--- config.mk ---
export PLATFORM = sky130hd
export DESIGN_NAME = biosignal_packet_deframer_flat
export DESIGN_NICKNAME = d
export VERILOG_FILES = /design/src/sv/bpd_pkg.sv /design/src/sv/bpd_if.sv /design/src/sv/biosignal_packet_deframer.sv /design/src/sv/bpd_parser.sv /design/src/sv/bpd_scaler.sv /design/src/flat_wrapper.sv
export SDC_FILE = /design/constraint.sdc
export NUM_CORES = 2
export LEC_CHECK = 0
export ABC_AREA = 1
export BUFFER_PORTS_ARGS = -buffer_cell sky130_fd_sc_hd__buf_2
export CELL_PAD_IN_SITES_DETAIL_PLACEMENT = 1
export CELL_PAD_IN_SITES_GLOBAL_PLACEMENT = 1
export CORE_UTILIZATION = 45
export DETAILED_ROUTE_END_ITERATION = 8
export GPL_ROUTABILITY_DRIVEN = 0
export PLACE_DENSITY = 0.76
export SLEW_MARGIN = 15
export SYNTH_ARGS = -nofsm -noshare
export SYNTH_HDL_FRONTEND = slang
export SYNTH_SLANG_ARGS = --single-unit
--- constraint.sdc ---
create_clock -name clk_i -period 10.3 [get_ports clk_i]
set_input_delay 1.03 -clock clk_i [delete_from_list [all_inputs] [get_ports clk_i]]
set_output_delay 1.03 -clock clk_i [all_outputs]
set_load 0.02 [all_outputs]
--- src/sv/bpd_pkg.sv ---
// Shared types and constants of the biosignal packet deframer.
package bpd_pkg;

  localparam int unsigned EegChannelsDef = 8;
  localparam int unsigned AccelAxesDef   = 3;

  localparam logic [7:0] HEADER_BYTE = 8'hA0;
  localparam logic [7:0] FOOTER_BYTE = 8'hC0;

  localparam int unsigned KindW  = 3;
  localparam int unsigned IndexW = 3;
  localparam int unsigned ValueW = 24;
  localparam int unsigned RegIdxW = 8;

  localparam logic [KindW-1:0] KIND_SAMPLE      = 3'd0;
  localparam logic [KindW-1:0] KIND_EEG         = 3'd1;
  localparam logic [KindW-1:0] KIND_ACCEL       = 3'd2;
  localparam logic [KindW-1:0] KIND_OK          = 3'd3;
  localparam logic [KindW-1:0] KIND_DROP_SAMPLE = 3'd4;
  localparam logic [KindW-1:0] KIND_DROP_FOOTER = 3'd5;

  localparam logic [RegIdxW-1:0] REG_UV_SCALE   = 8'd0;
  localparam logic [RegIdxW-1:0] REG_JUMP_LIMIT = 8'd1;

  localparam logic [31:0] UV_SCALE_RESET   = 32'd375000;
  localparam logic [7:0]  JUMP_LIMIT_RESET = 8'd20;

  localparam logic [7:0] UG_PER_ACCEL_COUNT = 8'd125;

  // Raw field handed from the parser to the scaler.
  typedef struct packed {
    logic [KindW-1:0]  kind;
    logic [IndexW-1:0] index;
    logic [ValueW-1:0] raw;
    logic              last;
  } item_t;

endpackage

--- src/sv/bpd_if.sv ---
// Handshake channels of the biosignal packet deframer.
interface bpd_rx_if;
  logic       valid;
  logic       ready;
  logic [7:0] rx_byte;
  modport source (output valid, output rx_byte, input ready);
  modport sink (input valid, input rx_byte, output ready);
endinterface

interface bpd_res_if;
  logic               valid;
  logic               ready;
  logic [2:0]         field_kind;
  logic [2:0]         field_index;
  logic signed [23:0] field_value;
  logic               packet_last;
  modport source (output valid, output field_kind, output field_index,
                  output field_value, output packet_last, input ready);
  modport sink (input valid, input field_kind, input field_index,
                input field_value, input packet_last, output ready);
endinterface

interface bpd_cfg_if;
  logic        valid;
  logic        ready;
  logic [7:0]  index;
  logic [31:0] data;
  modport source (output valid, output index, output data, input ready);
  modport sink (input valid, input index, input data, output ready);
endinterface

--- src/sv/biosignal_packet_deframer.sv ---
// Biosignal packet deframer top level: config registers, parser and scaler.
// Throughput: one rx byte per cycle, sustained, under no output back-pressure.
// A word reaches res_o through the parse register and then the scaled result
// register, with the multiply in between.
// Reset: parser hunts for a header, last sample number clears to zero,
// scale and jump-limit registers take their defaults; no clearing pass.
module biosignal_packet_deframer #(
  parameter int unsigned EEG_CHANNELS = bpd_pkg::EegChannelsDef,
  parameter int unsigned ACCEL_AXES   = bpd_pkg::AccelAxesDef
) (
  input logic         clk_i,
  input logic         rst_ni,
  bpd_rx_if.sink      rx_i,
  bpd_res_if.source   res_o,
  bpd_cfg_if.sink     cfg_i
);
  import bpd_pkg::*;

  logic [31:0]    uv_scale_q;
  logic [7:0]     jump_limit_q;
  logic           cfg_fire;
  logic           item_valid;
  logic           item_ready;
  item_t          item;

  assign cfg_i.ready = 1'b1;
  assign cfg_fire    = cfg_i.valid;

  always_ff @(posedge clk_i or negedge rst_ni) begin
    if (!rst_ni) begin
      uv_scale_q   <= UV_SCALE_RESET;
      jump_limit_q <= JUMP_LIMIT_RESET;
    end else if (cfg_fire) begin
      if (cfg_i.index == REG_UV_SCALE) begin
        uv_scale_q <= cfg_i.data;
      end else if (cfg_i.index == REG_JUMP_LIMIT) begin
        jump_limit_q <= cfg_i.data[7:0];
      end
    end
  end

  bpd_parser #(
    .EEG_CHANNELS (EEG_CHANNELS),
    .ACCEL_AXES   (ACCEL_AXES)
  ) u_parser (
    .clk_i        (clk_i),
    .rst_ni       (rst_ni),
    .rx_valid_i   (rx_i.valid),
    .rx_ready_o   (rx_i.ready),
    .rx_byte_i    (rx_i.rx_byte),
    .jump_limit_i (jump_limit_q),
    .item_valid_o (item_valid),
    .item_ready_i (item_ready),
    .item_o       (item)
  );

  bpd_scaler u_scaler (
    .clk_i         (clk_i),
    .rst_ni        (rst_ni),
    .item_valid_i  (item_valid),
    .item_ready_o  (item_ready),
    .item_i        (item),
    .uv_scale_i    (uv_scale_q),
    .out_valid_o   (res_o.valid),
    .out_ready_i   (res_o.ready),
    .field_kind_o  (res_o.field_kind),
    .field_index_o (res_o.field_index),
    .field_value_o (res_o.field_value),
    .packet_last_o (res_o.packet_last)
  );

endmodule

--- src/sv/bpd_parser.sv ---
// Byte-level packet parser; registers one raw field per completed word and a status item at each packet end.
module bpd_parser #(
  parameter int unsigned EEG_CHANNELS = bpd_pkg::EegChannelsDef,
  parameter int unsigned ACCEL_AXES   = bpd_pkg::AccelAxesDef
) (
  input  logic           clk_i,
  input  logic           rst_ni,
  input  logic           rx_valid_i,
  output logic           rx_ready_o,
  input  logic [7:0]     rx_byte_i,
  input  logic [7:0]     jump_limit_i,
  output logic           item_valid_o,
  input  logic           item_ready_i,
  output bpd_pkg::item_t item_o
);
  import bpd_pkg::*;

  typedef enum logic [2:0] {
    PH_HUNT,
    PH_SAMPLE,
    PH_EEG,
    PH_ACCEL,
    PH_FOOTER
  } phase_e;

  phase_e             phase_q, phase_d;
  logic [1:0]         byte_cnt_q, byte_cnt_d;
  logic [IndexW-1:0]  field_cnt_q, field_cnt_d;
  logic [ValueW-1:0]  acc_q, acc_d;
  logic [7:0]         last_sn_q, last_sn_d;
  logic               valid_q;
  item_t              item_q, item_d;
  logic               emit;
  logic               in_fire;
  logic [ValueW-1:0]  acc_next;
  logic signed [9:0]  sn_diff;
  logic               sn_drop;

  assign rx_ready_o   = !valid_q || item_ready_i;
  assign in_fire      = rx_valid_i && rx_ready_o;
  assign item_valid_o = valid_q;
  assign item_o       = item_q;

  assign acc_next = {acc_q[ValueW-9:0], rx_byte_i};
  assign sn_diff  = $signed({2'b00, rx_byte_i}) - $signed({2'b00, last_sn_q});
  assign sn_drop  = (rx_byte_i == last_sn_q) || (sn_diff > $signed({2'b00, jump_limit_i}));

  always_comb begin
    phase_d     = phase_q;
    byte_cnt_d  = byte_cnt_q;
    field_cnt_d = field_cnt_q;
    acc_d       = acc_q;
    last_sn_d   = last_sn_q;
    emit        = 1'b0;
    item_d      = '{kind: KIND_SAMPLE, index: '0, raw: '0, last: 1'b0};
    case (phase_q)
      PH_SAMPLE: begin
        emit = 1'b1;
        if (sn_drop) begin
          phase_d     = PH_HUNT;
          item_d.kind = KIND_DROP_SAMPLE;
          item_d.last = 1'b1;
        end else begin
          last_sn_d  = rx_byte_i;
          phase_d    = PH_EEG;
          item_d.raw = {16'h0000, rx_byte_i};
        end
      end
      PH_EEG: begin
        if (byte_cnt_q == 2'd2) begin
          emit         = 1'b1;
          item_d.kind  = KIND_EEG;
          item_d.index = field_cnt_q;
          item_d.raw   = acc_next;
          byte_cnt_d   = '0;
          acc_d        = '0;
          if (field_cnt_q == IndexW'(EEG_CHANNELS - 1)) begin
            field_cnt_d = '0;
            phase_d     = PH_ACCEL;
          end else begin
            field_cnt_d = field_cnt_q + 1'b1;
          end
        end else begin
          byte_cnt_d = byte_cnt_q + 1'b1;
          acc_d      = acc_next;
        end
      end
      PH_ACCEL: begin
        if (byte_cnt_q == 2'd1) begin
          emit         = 1'b1;
          item_d.kind  = KIND_ACCEL;
          item_d.index = field_cnt_q;
          item_d.raw   = {8'h00, acc_next[15:0]};
          byte_cnt_d   = '0;
          acc_d        = '0;
          if (field_cnt_q == IndexW'(ACCEL_AXES - 1)) begin
            field_cnt_d = '0;
            phase_d     = PH_FOOTER;
          end else begin
            field_cnt_d = field_cnt_q + 1'b1;
          end
        end else begin
          byte_cnt_d = byte_cnt_q + 1'b1;
          acc_d      = acc_next;
        end
      end
      PH_FOOTER: begin
        emit        = 1'b1;
        phase_d     = PH_HUNT;
        item_d.last = 1'b1;
        item_d.kind = (rx_byte_i == FOOTER_BYTE) ? KIND_OK : KIND_DROP_FOOTER;
      end
      default: begin
        if (rx_byte_i == HEADER_BYTE) begin
          byte_cnt_d  = '0;
          field_cnt_d = '0;
          acc_d       = '0;
          phase_d     = PH_SAMPLE;
        end else begin
          phase_d = PH_HUNT;
        end
      end
    endcase
  end

  always_ff @(posedge clk_i or negedge rst_ni) begin
    if (!rst_ni) begin
      phase_q     <= PH_HUNT;
      byte_cnt_q  <= '0;
      field_cnt_q <= '0;
      acc_q       <= '0;
      last_sn_q   <= '0;
      valid_q     <= 1'b0;
    end else if (in_fire) begin
      phase_q     <= phase_d;
      byte_cnt_q  <= byte_cnt_d;
      field_cnt_q <= field_cnt_d;
      acc_q       <= acc_d;
      last_sn_q   <= last_sn_d;
      valid_q     <= emit;
    end else if (item_ready_i) begin
      valid_q <= 1'b0;
    end
  end

  always_ff @(posedge clk_i) begin
    if (in_fire) begin
      item_q <= item_d;
    end
  end

  a_last_kind: assert property (@(posedge clk_i) disable iff (!rst_ni)
    valid_q && item_q.last |->
      (item_q.kind == KIND_OK) || (item_q.kind == KIND_DROP_SAMPLE) ||
      (item_q.kind == KIND_DROP_FOOTER))
    else $error("packet_last on a data field");

  a_counters_idle: assert property (@(posedge clk_i) disable iff (!rst_ni)
    (phase_q != PH_EEG) && (phase_q != PH_ACCEL) |->
      (byte_cnt_q == '0) && (field_cnt_q == '0))
    else $error("field counters not cleared outside data phases");

  a_footer_hunt: assert property (@(posedge clk_i) disable iff (!rst_ni)
    in_fire && (phase_q == PH_FOOTER) |=> (phase_q == PH_HUNT) && valid_q && item_q.last)
    else $error("footer did not close the packet");

endmodule

--- src/sv/bpd_scaler.sv ---
// Field scaling to microvolts and micro-g, with the result register.
module bpd_scaler (
  input  logic           clk_i,
  input  logic           rst_ni,
  input  logic           item_valid_i,
  output logic           item_ready_o,
  input  bpd_pkg::item_t item_i,
  input  logic [31:0]    uv_scale_i,
  output logic           out_valid_o,
  input  logic           out_ready_i,
  output logic [2:0]     field_kind_o,
  output logic [2:0]     field_index_o,
  output logic [23:0]    field_value_o,
  output logic           packet_last_o
);
  import bpd_pkg::*;

  logic               valid_q;
  logic [KindW-1:0]   kind_q;
  logic [IndexW-1:0]  index_q;
  logic [ValueW-1:0]  value_q, value_d;
  logic               last_q;
  logic               load;
  logic               neg;
  logic [23:0]        mag;
  logic [55:0]        prod;
  logic [31:0]        prod_sh;
  logic [23:0]        eeg_val;
  logic [23:0]        neg_clamp;
  logic signed [23:0] accel_ext;
  logic signed [23:0] accel_val;

  assign item_ready_o = !valid_q || out_ready_i;
  assign load         = item_valid_i && item_ready_o;

  assign neg       = item_i.raw[23];
  assign mag       = neg ? (24'(25'h1000000 - {1'b0, item_i.raw})) : {1'b0, item_i.raw[22:0]};
  assign prod      = 56'(mag) * 56'(uv_scale_i);
  assign prod_sh   = prod[55:24];
  assign neg_clamp = (prod_sh > 32'h0080_0000) ? 24'h80_0000 : prod_sh[23:0];

  always_comb begin
    if (neg) begin
      eeg_val = 24'(-neg_clamp);
    end else if (prod_sh > 32'h007F_FFFF) begin
      eeg_val = 24'h7F_FFFF;
    end else begin
      eeg_val = prod_sh[23:0];
    end
  end

  assign accel_ext = {{8{item_i.raw[15]}}, item_i.raw[15:0]};
  assign accel_val = 24'(accel_ext * $signed({16'h0000, UG_PER_ACCEL_COUNT}));

  always_comb begin
    case (item_i.kind)
      KIND_EEG:   value_d = eeg_val;
      KIND_ACCEL: value_d = accel_val;
      default:    value_d = item_i.raw;
    endcase
  end

  always_ff @(posedge clk_i or negedge rst_ni) begin
    if (!rst_ni) begin
      valid_q <= 1'b0;
    end else if (item_ready_o) begin
      valid_q <= item_valid_i;
    end
  end

  always_ff @(posedge clk_i) begin
    if (load) begin
      kind_q  <= item_i.kind;
      index_q <= item_i.index;
      value_q <= value_d;
      last_q  <= item_i.last;
    end
  end

  assign out_valid_o   = valid_q;
  assign field_kind_o  = kind_q;
  assign field_index_o = index_q;
  assign field_value_o = value_q;
  assign packet_last_o = last_q;

  a_status_zero: assert property (@(posedge clk_i) disable iff (!rst_ni)
    valid_q && ((kind_q == KIND_OK) || (kind_q == KIND_DROP_SAMPLE) ||
                (kind_q == KIND_DROP_FOOTER)) |-> (value_q == '0))
    else $error("status word carries a value");

  a_sample_range: assert property (@(posedge clk_i) disable iff (!rst_ni)
    valid_q && (kind_q == KIND_SAMPLE) |-> (value_q[23:8] == '0) && (index_q == '0))
    else $error("sample number word out of range");

  a_load_shows: assert property (@(posedge clk_i) disable iff (!rst_ni)
    load |=> valid_q)
    else $error("loaded word not presented");

endmodule

--- src/flat_wrapper.sv ---
// flat-port wrapper written by rule: the top's interface ports become plain ports
module biosignal_packet_deframer_flat import bpd_pkg::*;
#(
  parameter int unsigned EEG_CHANNELS = bpd_pkg::EegChannelsDef,
  parameter int unsigned ACCEL_AXES   = bpd_pkg::AccelAxesDef
)
  (clk_i, rst_ni, rx_i_valid, rx_i_rx_byte, rx_i_ready, res_o_valid, res_o_field_kind, res_o_field_index, res_o_field_value, res_o_packet_last, res_o_ready, cfg_i_valid, cfg_i_index, cfg_i_data, cfg_i_ready);
  bpd_rx_if rx_i_i ();
  bpd_res_if res_o_i ();
  bpd_cfg_if cfg_i_i ();
  input logic clk_i;
  input logic rst_ni;
  input wire logic [$bits(rx_i_i.valid)-1:0] rx_i_valid;
  input wire logic [$bits(rx_i_i.rx_byte)-1:0] rx_i_rx_byte;
  output wire logic [$bits(rx_i_i.ready)-1:0] rx_i_ready;
  output wire logic [$bits(res_o_i.valid)-1:0] res_o_valid;
  output wire logic [$bits(res_o_i.field_kind)-1:0] res_o_field_kind;
  output wire logic [$bits(res_o_i.field_index)-1:0] res_o_field_index;
  output wire logic [$bits(res_o_i.field_value)-1:0] res_o_field_value;
  output wire logic [$bits(res_o_i.packet_last)-1:0] res_o_packet_last;
  input wire logic [$bits(res_o_i.ready)-1:0] res_o_ready;
  input wire logic [$bits(cfg_i_i.valid)-1:0] cfg_i_valid;
  input wire logic [$bits(cfg_i_i.index)-1:0] cfg_i_index;
  input wire logic [$bits(cfg_i_i.data)-1:0] cfg_i_data;
  output wire logic [$bits(cfg_i_i.ready)-1:0] cfg_i_ready;
  assign rx_i_i.valid = rx_i_valid;
  assign rx_i_i.rx_byte = rx_i_rx_byte;
  assign rx_i_ready = rx_i_i.ready;
  assign res_o_valid = res_o_i.valid;
  assign res_o_field_kind = res_o_i.field_kind;
  assign res_o_field_index = res_o_i.field_index;
  assign res_o_field_value = res_o_i.field_value;
  assign res_o_packet_last = res_o_i.packet_last;
  assign res_o_i.ready = res_o_ready;
  assign cfg_i_i.valid = cfg_i_valid;
  assign cfg_i_i.index = cfg_i_index;
  assign cfg_i_i.data = cfg_i_data;
  assign cfg_i_ready = cfg_i_i.ready;
  biosignal_packet_deframer #(.EEG_CHANNELS(EEG_CHANNELS), .ACCEL_AXES(ACCEL_AXES)) u_core (.clk_i(clk_i), .rst_ni(rst_ni), .rx_i(rx_i_i), .res_o(res_o_i), .cfg_i(cfg_i_i));
endmodule
==> qor.csv <==
stage;metric;value;unit
layout;fin_nets;5736;
synth;yosys.area.top_type;fa_1;
worst_hold_path;whs_endpoint;u_core.u_scaler.packet_last_o;
timing;fmax;101;MHz
worst_setup_path;cp-start-kind;register;
worst_setup_path;cpMostUsedCell;nand2_1;
detailed_routing;drt_iter0_drc;2303;
synth;synth.most_common_cell;inv_1;
global_route;grt_max_degree;65;
timing;maxSlewHeadroom;23.2;%
clock_tree;numCtsBuffers;17;
worst_setup_path;cp.required;10.51;ns
worst_setup_path;r2r-end;u_core.u_scaler.field_value_o[3];
global_route;overflow;0;
synth;synthArstFlopShare;54.4;%
synth;synth_xor_area_share;0.891;%
detailed_routing;vias;31100;
global_route;antenna_found_initial;1;
timing;hold_viol_final;0;
floorplan;dieHeight;285;microns
detailed_routing;drt_pre_antenna_iters;5;
clock_tree;htreeDepth;4;
detailed_routing;ant_nets;0;
timing;skew;0.0187;ns
global_route;grt_usage;34.3;%
synth;syn_inst;4628;
worst_hold_path;min_from;u_core.u_parser.item_o[0];
floorplan;core;0.0790;sq mm
worst_hold_path;hold_depth;0;
synth;synth_fa_ha_area_share;49.6;%
synth;yosys.area_share.simple;19.5;%
synth;synth_top_family_by_area;adder cells;
timing;fin_crit;9.86;ns
synth;synth_compound_area_share;5.31;%
worst_setup_path;crit_type;register to register;
detailed_routing;drt-vias-per-instance;5.41;
timing;finalSetupViolations;0;
global_route;grt_pass1_vias;34400;
floorplan;io_pins;87;
synth;syn_area;0.0359;sq mm
timing;worst_pin_slew;1.15;ns
detailed_routing;drc_errors;0;
worst_setup_path;crit_path_start;u_core.u_parser.item_o[2];
clock_tree;path_clk_slew;0.08;ns
synth;ys_ff_latch;136;
worst_setup_path;slowest_delay;0.59;ns
synth;synthMuxAreaShare;0;%
floorplan;initial_core_util;45.5;%
layout;drive_gt1_share;7.53;%
synth;ys_warn_count;0;
floorplan;die_area;0.0810;sq mm
timing;finalCritPeriodShare;95.8;%
worst_setup_path;crit_fanout;23;
worst_setup_path;worstPathArrival;10.07;ns
synth;synth_cell_types;60;
layout;final_cells;5753;
synth;synth.yosys.seq_area_share;10.4;%
worst_setup_path;r2r_slack;0.44;ns
worst_setup_path;reg2reg_from;u_core.u_parser.item_o[2];
synth;synthTopCellsByCount;1189 x inv_1, 1110 x nand2_1, 718 x fa_1;
global_route;grt_pass1_wl;208000;microns
placement;numPortBuffers;85;
detailed_routing;drt_wl_total;133000;microns
floorplan;chipWidth;285;microns
synth;avgSynthCellArea;7.77;sq um
synth;synthTopCellsByArea;fa_1 40%, inv_1 12%, nand2_1 12%;
synth;synth-main-ff-cell;edfxtp_1;
placement;post-place-cells;5707;
synth;syn_nets;5674;
floorplan;row_count;103;
clock_tree;clock-sinks;136;
synth;synth_edf_count;62;
worst_hold_path;worstHoldPathType;register to register;
worst_setup_path;r2r_cells;49;
layout;area_delta_synth_final;8.49;%
layout;n_antenna_cell;0;
run_status;outcome;finished clean;
synth;synth_top_area_share;40.0;%
worst_setup_path;critPathCaptureType;register;
placement;hpwl;109000;microns
clock_tree;clockBufferDepth;2;
timing;report.final.slew_viol_count;0;
clock_tree;clk-insertion-delay-late;0.51;ns
worst_setup_path;crit_slowest_cell;fa_1;
detailed_routing;wl_per_cell;23.1;microns
clock_tree;cts_root_buf;clkbuf_16;
job;max_cap_violations;0;
clock_tree;cts_tree;built;
[cell families (layout without fill, tap and decap cells)]
family,count (synthesis),in the layout
compound gates,339,339
fa+ha+maj,993,993
xor+xnor,34,34
buf+inv,1368,1443
flops,136,136
simple gates,1757,1757
other cells,1,1
[final cells by class]
cell class              count  area, sq um
fillers                  9816        40000
multi-input cells        3124        27300
inverters                1209         4560
flip-flops and latches    136         3730
repair buffers            202         1480
well taps                1050         1310
clock buffers              18          450
clock inverters            14          149
[stage by stage]
stage | hold slack, ns | cell area, sq um | utilization (%) | TNS [ns] | worst slack [ns]
2_1_floorplan | 0.400 | 35900 | - | 0 | 1.08
5_1_grt | 0.451 | 39000 | 49.4 | -0.00463 | -0.00463
3_3_place_gp | 0.415 | 38000 | 48.1 | 0 | 0.287
4_1_cts | 0.448 | 38600 | 48.9 | 0 | 0.0545
6_report | 0.449 | 39000 | 49.4 | 0 | 0.438
3_5_place_dp | 0.405 | 38000 | 48.1 | 0 | 0.0619
[state kept, by name, indices dropped and copies added, names as in the netlist]
name and cells:
u_core.jump_limit_q 8, u_core.u_parser.acc_q 16, u_core.u_parser.byte_cnt_q 2, u_core.u_parser.field_cnt_q 3, u_core.u_parser.item_o 31, u_core.u_parser.item_valid_o 1, u_core.u_parser.last_sn_q 8, u_core.u_parser.phase_q 3
u_core.u_scaler.field_index_o 3, u_core.u_scaler.field_kind_o 3, u_core.u_scaler.field_value_o 24, u_core.u_scaler.out_valid_o 1, u_core.u_scaler.packet_last_o 1, u_core.uv_scale_q 32
[worst max path at each step]
stage	end	slack, ns	depth (start not counted)
2_1_floorplan	u_core.u_scaler.field_value_o[10]	1.08	50
3_3_place_gp	u_core.u_scaler.field_value_o[1]	0.29	41
3_5_place_dp	u_core.u_scaler.field_value_o[1]	0.06	45
4_1_cts	u_core.u_scaler.field_value_o[1]	0.05	44
5_1_grt	u_core.u_scaler.field_value_o[3]	-0.005	49
6_report	u_core.u_scaler.field_value_o[3]	0.44	49
[critical path: cells and delay by family, from the launching register on]
kind	cells	cell delay, ns
adders and majority gates	9	4.17
buffers and inverters	13	1.52
AOI/OAI and AO/OA	4	0.86
DFF	1	0.40
and+or+nand+nor	23	2.59
[per-layer routing]
metal | vias up | track usage, % | part of all wire (%)
li1 | 13600 | - | -
met1 | 16000 | 46.1 | 42
met2 | 1167 | 55.2 | 46
met3 | 281 | 5.63 | 7.2
met4 | 2 | 13.5 | 4.5
met5 | - | 0 | 0.0098
[timing repair]
item	4_1_cts	5_1_grt
hold buffers	0	0
buffers inserted	0	14
gates resized for setup	3	62
setup endpoints to repair	2	23
pin swaps	0	8
[placed cells by master, fill, tap and decap left out, types with 84 or more instances in the layout]
cell and instances:
nand3_1 131, ha_1 271, nand2_1 1106, inv_1 1183
nor2_1 406, o21ai_0 121, fa_1 718, buf_2 84
buf_4 101, a21oi_1 129
Power is not shown: default switching activity piles up to over one toggle a cycle in this logic, so the estimate is an artifact.
